[config.mk]
export PLATFORM = sky130hd
export DESIGN_NAME = hbs_blend
export DESIGN_NICKNAME = d
export VERILOG_FILES = /design/src/design/hbs_pkg.sv /design/src/design/hbs_blend.sv
export SDC_FILE = /design/constraint.sdc
export NUM_CORES = 2
export LEC_CHECK = 0
export BUFFER_PORTS_ARGS = -buffer_cell sky130_fd_sc_hd__buf_4
export CAP_MARGIN = 30
export CORE_MARGIN = 2
export CORE_UTILIZATION = 45
export CTS_CLUSTER_SIZE = 40
export DETAILED_ROUTE_END_ITERATION = 8
export GPL_TIMING_DRIVEN = 0
export PLACE_DENSITY_LB_ADDON = 0.2
export SLEW_MARGIN = 30
export SYNTH_ARGS = -nofsm -noshare
export SYNTH_HDL_FRONTEND = slang
export SYNTH_SLANG_ARGS = --single-unit
[constraint.sdc]
create_clock -name clk -period 7.8 [get_ports clk]
set_input_delay 0.78 -clock clk [delete_from_list [all_inputs] [get_ports clk]]
set_output_delay 0.78 -clock clk [all_outputs]
set_load 0.02 [all_outputs]
[src/design/hbs_pkg.sv]
`timescale 1ns / 1ps
`default_nettype none

package hbs_pkg;

	// Default side of the height store
	localparam int MAX_DIM_DEF = 256;

	// Configuration port
	localparam int CFG_AW = 3;
	localparam int CFG_DW = 24;

	localparam logic [CFG_AW-1:0] REG_HALF_EXTENT    = 3'd0;
	localparam logic [CFG_AW-1:0] REG_EXTENT_MAX     = 3'd1;
	localparam logic [CFG_AW-1:0] REG_PIXELS_PER_UNIT = 3'd2;
	localparam logic [CFG_AW-1:0] REG_IMAGE_SIZE     = 3'd3;
	localparam logic [CFG_AW-1:0] REG_BASE_ELEVATION = 3'd4;
	localparam logic [CFG_AW-1:0] REG_ELEVATION_SPAN = 3'd5;

	// Bilinear corner weight, Q1.16 so that 1.0 is representable
	localparam int WT_W = 17;

	// Request from the address front end to the height store
	typedef struct packed {
		logic valid;
		logic lookup;
		logic wr_en;
	} mem_req_t;

	// Tag that travels with each height read
	typedef struct packed {
		logic valid;
		logic first;
		logic last;
	} rd_tag_t;

endpackage

`default_nettype wire

[src/design/hbs_blend.sv]
`timescale 1ns / 1ps
`default_nettype none

module hbs_blend (
	input  logic                     clk,
	input  logic                     arst_n,
	input  logic [7:0]               rdata,
	input  hbs_pkg::rd_tag_t         tag,
	input  logic [hbs_pkg::WT_W-1:0] rd_wt,
	input  logic signed [23:0]       base_elevation,
	input  logic signed [23:0]       elevation_span,
	output logic                     done,
	output logic signed [24:0]       elevation
);

	import hbs_pkg::*;

	// Half of 255 * 65536, for round to nearest
	localparam logic [47:0] RND_HALF = 48'd8355840;
	// ceil(2^39 / 255): exact quotient by 255 below 2^32
	localparam logic [31:0] RECIP_255 = 32'd2155905153;
	localparam logic signed [25:0] ELEV_MAX = 26'sd16777215;
	localparam logic signed [25:0] ELEV_MIN = -26'sd16777216;

	logic [24:0]  prod;
	logic [23:0]  prod_s1;
	logic         v_s1, first_s1, last_s1;
	logic [23:0]  acc_q;
	logic         v_s2;
	logic [23:0]  span_mag;
	logic [47:0]  mag_s3;
	logic         v_s3, neg_s3;
	logic [47:0]  rsum;
	logic [31:0]  q1_s4;
	logic         v_s4, neg_s4;
	logic [63:0]  r_s5;
	logic         v_s5, neg_s5;
	logic [23:0]  dmag;
	logic signed [25:0] delta, esum;
	logic [24:0]  esat;
	logic         done_q;
	logic [24:0]  elevation_q;

	// Weight each height
	assign prod = {17'd0, rdata} * {8'd0, rd_wt};

	always_ff @(posedge clk or negedge arst_n) begin
		if (!arst_n) begin
			v_s1   <= 1'b0;
			v_s2   <= 1'b0;
			v_s3   <= 1'b0;
			v_s4   <= 1'b0;
			v_s5   <= 1'b0;
			done_q <= 1'b0;
		end else begin
			v_s1   <= tag.valid;
			v_s2   <= v_s1 && last_s1;
			v_s3   <= v_s2;
			v_s4   <= v_s3;
			v_s5   <= v_s4;
			done_q <= v_s5;
		end
	end

	always_ff @(posedge clk) begin
		if (tag.valid) begin
			prod_s1  <= prod[23:0];
			first_s1 <= tag.first;
			last_s1  <= tag.last;
		end
	end

	// Accumulate the four corners
	always_ff @(posedge clk) begin
		if (v_s1)
			acc_q <= (first_s1 ? 24'd0 : acc_q) + prod_s1;
	end

	// Scale by the span magnitude
	assign span_mag = elevation_span[23] ? 24'(-elevation_span) : 24'(elevation_span);

	always_ff @(posedge clk) begin
		if (v_s2) begin
			mag_s3 <= {24'd0, acc_q} * {24'd0, span_mag};
			neg_s3 <= elevation_span[23];
		end
	end

	// Round and drop the 65536 part of the divisor
	assign rsum = mag_s3 + RND_HALF;

	always_ff @(posedge clk) begin
		if (v_s3) begin
			q1_s4  <= rsum[47:16];
			neg_s4 <= neg_s3;
		end
	end

	// Divide by 255 through the reciprocal
	always_ff @(posedge clk) begin
		if (v_s4) begin
			r_s5   <= {32'd0, q1_s4} * {32'd0, RECIP_255};
			neg_s5 <= neg_s4;
		end
	end

	// Apply sign, add base and saturate
	always_comb begin
		dmag  = r_s5[62:39];
		delta = neg_s5 ? -$signed({2'b00, dmag}) : $signed({2'b00, dmag});
		esum  = $signed({{2{base_elevation[23]}}, base_elevation}) + delta;
		if (esum > ELEV_MAX)
			esat = ELEV_MAX[24:0];
		else if (esum < ELEV_MIN)
			esat = ELEV_MIN[24:0];
		else
			esat = esum[24:0];
	end

	always_ff @(posedge clk) begin
		if (v_s5)
			elevation_q <= esat;
	end

	assign done      = done_q;
	assign elevation = elevation_q;

endmodule

`default_nettype wire

### Yosys cells after proc, flatten, opt, wreduce, memory -nomap -nowiden

Index checks and enable logic that the tools add are counted.

| storage, ports and cells | value |
|---|---|
| flip-flop bits (word level) | 227 |
| logic and storage cells | 32 |
| input port bits | 78 |

| operators by class | value |
|---|---|
| multipliers | 3 |
| reduce and logical (&&, ||, !) cells | 1 |
| add/sub/neg operators | 5 |
| multiplexer cells | 4 |
| order comparisons | 2 |

Operators with widths:

| operator | count |
|---|---|
| multiplier 32 x 32 -> 63 bit, second input constant | 1 |
| adder 48 x 23 -> 48 bit, second input constant | 1 |
| multiplier 24 x 24 -> 48 bit | 1 |
| 2-to-1 mux 24 bit | 2 |
| adder 24 x 26 -> 26 bit | 1 |
| > comparator 26 x 25 -> 1 bit, second input constant | 1 |
| less-than comparator 26 x 25 -> 1 bit, second input constant | 1 |
| 2-to-1 mux 26 bit | 1 |
| negation 24 -> 26 bit | 1 |
| 2-to-1 mux 25 bit | 1 |
| adder 24 bit | 1 |
| multiplier 8 x 17 -> 24 bit | 1 |
| negation 24 bit | 1 |
| logical AND 1 bit | 1 |

### Logic depth before layout (Yosys ltp)

| logic depth | value |
|---|---|
| word-level depth | 5 |
| mapped depth | 35 |
| depth with buffers taken out | 33 |

### Worst setup path after synthesis

No wires, ideal clock.

| path | value |
|---|---|
| kind | input -> register |
| start point | input port elevation_span[0] |
| end point | register mag_s3[45], data pin |
| data arrival time | 8.823 ns |
| path buffers | 1 |
| slack | -1.281 ns |
| stages | 30 |
| path through | or4_1 -> or4_4 -> nand2b_4 -> or4_4 -> or3_4 -> o21ai_0 -> xnor2_1 -> buf_2 -> nand2_1 -> fa_1 -> fa_1 -> fa_1 -> fa_1 -> inv_1 -> fa_1 -> fa_1 -> inv_1 -> fa_1 -> inv_1 -> ha_1 -> a2111oi_0 -> o21a_1 -> o31ai_1 -> nor3_1 -> a22oi_1 -> a21bo_2 -> and2_1 -> o21a_1 -> nor2_1 -> xnor2_1 |

| on the way | value |
|---|---|
| word-level cells in the longest chain between the ends | 3 |

RTL lines:

| element | RTL line | source |
|---|---|---|
| start: declaration | hbs_blend.sv:11 | `input logic signed [23:0] elevation_span,` |
| negation 24 bit | hbs_blend.sv:80 | `assign span_mag = elevation_span[23] ? 24'(-elevation_span) : 24'(elevation_span);` |
| 2-to-1 mux 24 bit * | hbs_blend.sv:80 |  |
| multiplier 24 x 24 -> 48 bit * | hbs_blend.sv:84 | `mag_s3 <= {24'd0, acc_q} * {24'd0, span_mag};` |
| end signal: assignment | hbs_blend.sv:84 |  |
| end: declaration | hbs_blend.sv:31 | `logic [47:0] mag_s3;` |

Every way passes the cells marked *; elsewhere a longest branch is shown, timed or not.
A chain may end at the register's enable or synchronous reset.

### Final worst setup path

| path | value |
|---|---|
| start point | input port elevation_span[0] |
| end point | register mag_s3[47], data pin |

The elaborated chain is that of the path after synthesis.

==> results.toml <==
[yosys]
synth_top_family_by_area = "adder cells"
synth_area_per_cell_um2 = 9.58
synth_fa_ha_area_frac = 0.510
synthMuxAreaShare = 0.000837
synth.top_cell.area_share = 0.332
synthDistinctLibCells = 77
post-synth-top-area-cell = "fa_1"
synth.area.top_cells = "fa_1 (33%), ha_1 (18%), edfxtp_1 (13%)"
syn_area_mm2 = 0.0373
synth_seq_cells = 173
synthArstFlopShare = 0.0347
synth_flop_cell = "edfxtp_1"
synth_edf_count = 167
synth-xor-area-share = 0.0452
syn_inst = 3899
synth_compound_area_frac = 0.0723
ys_seq_area_frac = 0.138
synth_nets = 5125
yosys.area_share.simple = 0.143
yosysWarnings = 0

[sta]
rsz0062_at_grt = "true"
fin_crit_ns = 9.04
slew_headroom = 0.371
timing.clock.skew_ns = 0.0127
worstMarginPinSlew_ns = 0.944
setup_slack_ns = -1.24
final.setup.tns_ns = -25.44
hold_viol_final = 0
fin_crit_sh = 1.16
fmax_mhz = 111
setup_violations = 27
slew_viol_final = 0

[floorplanning]
rows = 105
initial_core_util = 0.455
fp.dieW_um = 292
core_mm2 = 0.0821
chipHeight_um = 292
die_area_mm2 = 0.0853
ios = 104

[route]
ant_nets = 0
drtIter0Drc = 1744
first_pass_iters = 6
viasPerCell = 5.31
vias = 27500
drt_wl_total_mm = 99.9
drc = 0
wl_per_cell_um = 19.3

[final_layout]
nets = 5316
mostFrequentLayoutCell = "inv_1"
multiInputGateArea_mm2 = 0.0298
drive_gt1_frac = 0.104
register_area_mm2 = 0.00517
final_cell_mix = "inv_1 (754), fa_1 (596), nand2_1 (510), ha_1 (510), and2_1 (242)"
area_delta_synth_final_pct = 11.9
num_antenna_cells = 0
fillers = 7591

[critical_path]
critPathLaunchType = "input pin"
critPathRequiredTime_ns = 8.01
crit_path_top_delay_cell = "fa_2"
reg2reg_slack_ns = -0.03
rr_endpoint = "mag_s3[34]$_DFFE_PP_"
cp_num_buf_inv = 5
worst_setup_path_end_kind = "flop"
worstPathArrival_ns = 9.25
crit_top_cell = "fa_1"
reg2regPathDepth = 23
path_class = "input pin to flop"
critPathMaxStageDelay_ns = 0.58
reg2reg_from = "acc_q[13]$_DFFE_PP_"
cp_top_family = "adder cells"
crit_fanout = 6

[global_routing]
antenna_found_initial = 2
grt_usage = 0.242
grt_overflow_total = 0
grt_max_degree = 36
grt_pass1_vias = 28800
grt_pass1_wl_mm = 159

[clock_tree]
clk_pin_slew_ns = 0.08
numCtsBuffers = 17
cts_htree_levels = 4
cts_sinks = 173
hold_buffers = 0
cts_tree = "built"
clk_latency_ns = 0.48
clock-root-buffer = "clkbuf_16"
clock_path_buffers = 2

[outcome]
violations = "negative setup slack"
status = "complete, but fails checks"

[job]
cap_violations = 0

[placed_design]
io_buffers = 103
gp_congestion = 0.960
hpwl_mm = 82.0

[min_path]
hp-class = "input pin to async pin"
==> cells in the mapped netlist (all sizes together), types with 5 or more instances <==
cell and n:
inv 768, fa 619, ha 529, nand2 518
and2 264, edfxtp 167, xnor2 144, clkbuf 110
a21oi 105, o21ai 85, nor2 73, a21o 67
nor2b 66, xor2 48, nand3 35, nor3 25
o21a 21, o31ai 20, and3 19, nand4 18
nand2b 17, or3 14, o21bai 13, a211oi 10
a31oi 9, buf 9, nor4 9, o211ai 8
or4 8, a2111oi 7, a211o 7, a41oi 7
and4 7, a221oi 6, dfrtp 6, o41ai 6
or2 5
==> what timing repair did <==
action	in CTS	in global routing
buffers inserted	49	25
gates resized for setup	150	102
endpoints found under the setup margin	33	33
gates cloned	1	0
pin swaps	65	38
==> routing by layer <==
layer  part of all wire  track usage  vias up
met5            0.00012            0        -
met4              0.045       0.0984        2
met3              0.080       0.0530      233
met2               0.46        0.395      932
met1               0.42        0.313    13600
li1                   -            -    12700
==> kinds of logic after synthesis <==
kind of cell | Yosys count
compound gates | 408
xor+xnor | 192
fa+ha+maj | 1152
buf+inv | 887
flops | 173
mux | 3
simple gates | 1084
==> how the worst max path moves through the flow <==
stage	from	end	slack, ns	cells after the start
global placement	elevation_span[23]	mag_s3[47]$_DFFE_PP_	-3.06	28
global route	elevation_span[0]	mag_s3[47]$_DFFE_PP_	-1.46	32
detailed placement	elevation_span[23]	mag_s3[34]$_DFFE_PP_	-2.45	29
CTS	elevation_span[0]	mag_s3[34]$_DFFE_PP_	-1.17	35
finish	elevation_span[0]	mag_s3[47]$_DFFE_PP_	-1.24	30
floorplan	elevation_span[0]	mag_s3[45]$_DFFE_PP_	-1.13	30
==> stage by stage <==
step / util / cells / worst slack [ns] / hold slack (ns) / area, um^2
2_1_floorplan: - / 3899 / -1.13 / 0.400 / 37600
3_3_place_gp: 0.483 / 5072 / -3.06 / 0.403 / 39700
3_5_place_dp: 0.484 / 5072 / -2.45 / 0.408 / 39700
4_1_cts: 0.503 / 5154 / -1.17 / 0.0490 / 41300
5_1_grt: 0.509 / 5173 / -1.46 / 0.0744 / 41800
6_report: 0.509 / 5173 / -1.24 / 0.0912 / 41800
==> area by class of cell <==
type,instances,area share
tap,1070,0.0320
clock inverter,14,0.00359
sequential,173,0.124
timing repair buffer,173,0.0344
inverter,768,0.0689
multi-input combinational,2839,0.712
buffer,118,0.0153
clock buffer,18,0.0103
==> registers in the layout, indices dropped and copies added, names as in the netlist <==
register and flops:
neg_s4 1, last_s1 1, mag_s3 33, first_s1 1, v_s5 1, v_s2 1, acc_q 24, neg_s3 1
q1_s4 32, done 1, neg_s5 1, v_s4 1, prod_s1 24, elevation 25, r_s5 24, v_s1 1
v_s3 1
Power is left out: the tool's default activity adds up to more than one toggle a clock period on the data nets, which glitch-free logic cannot reach.
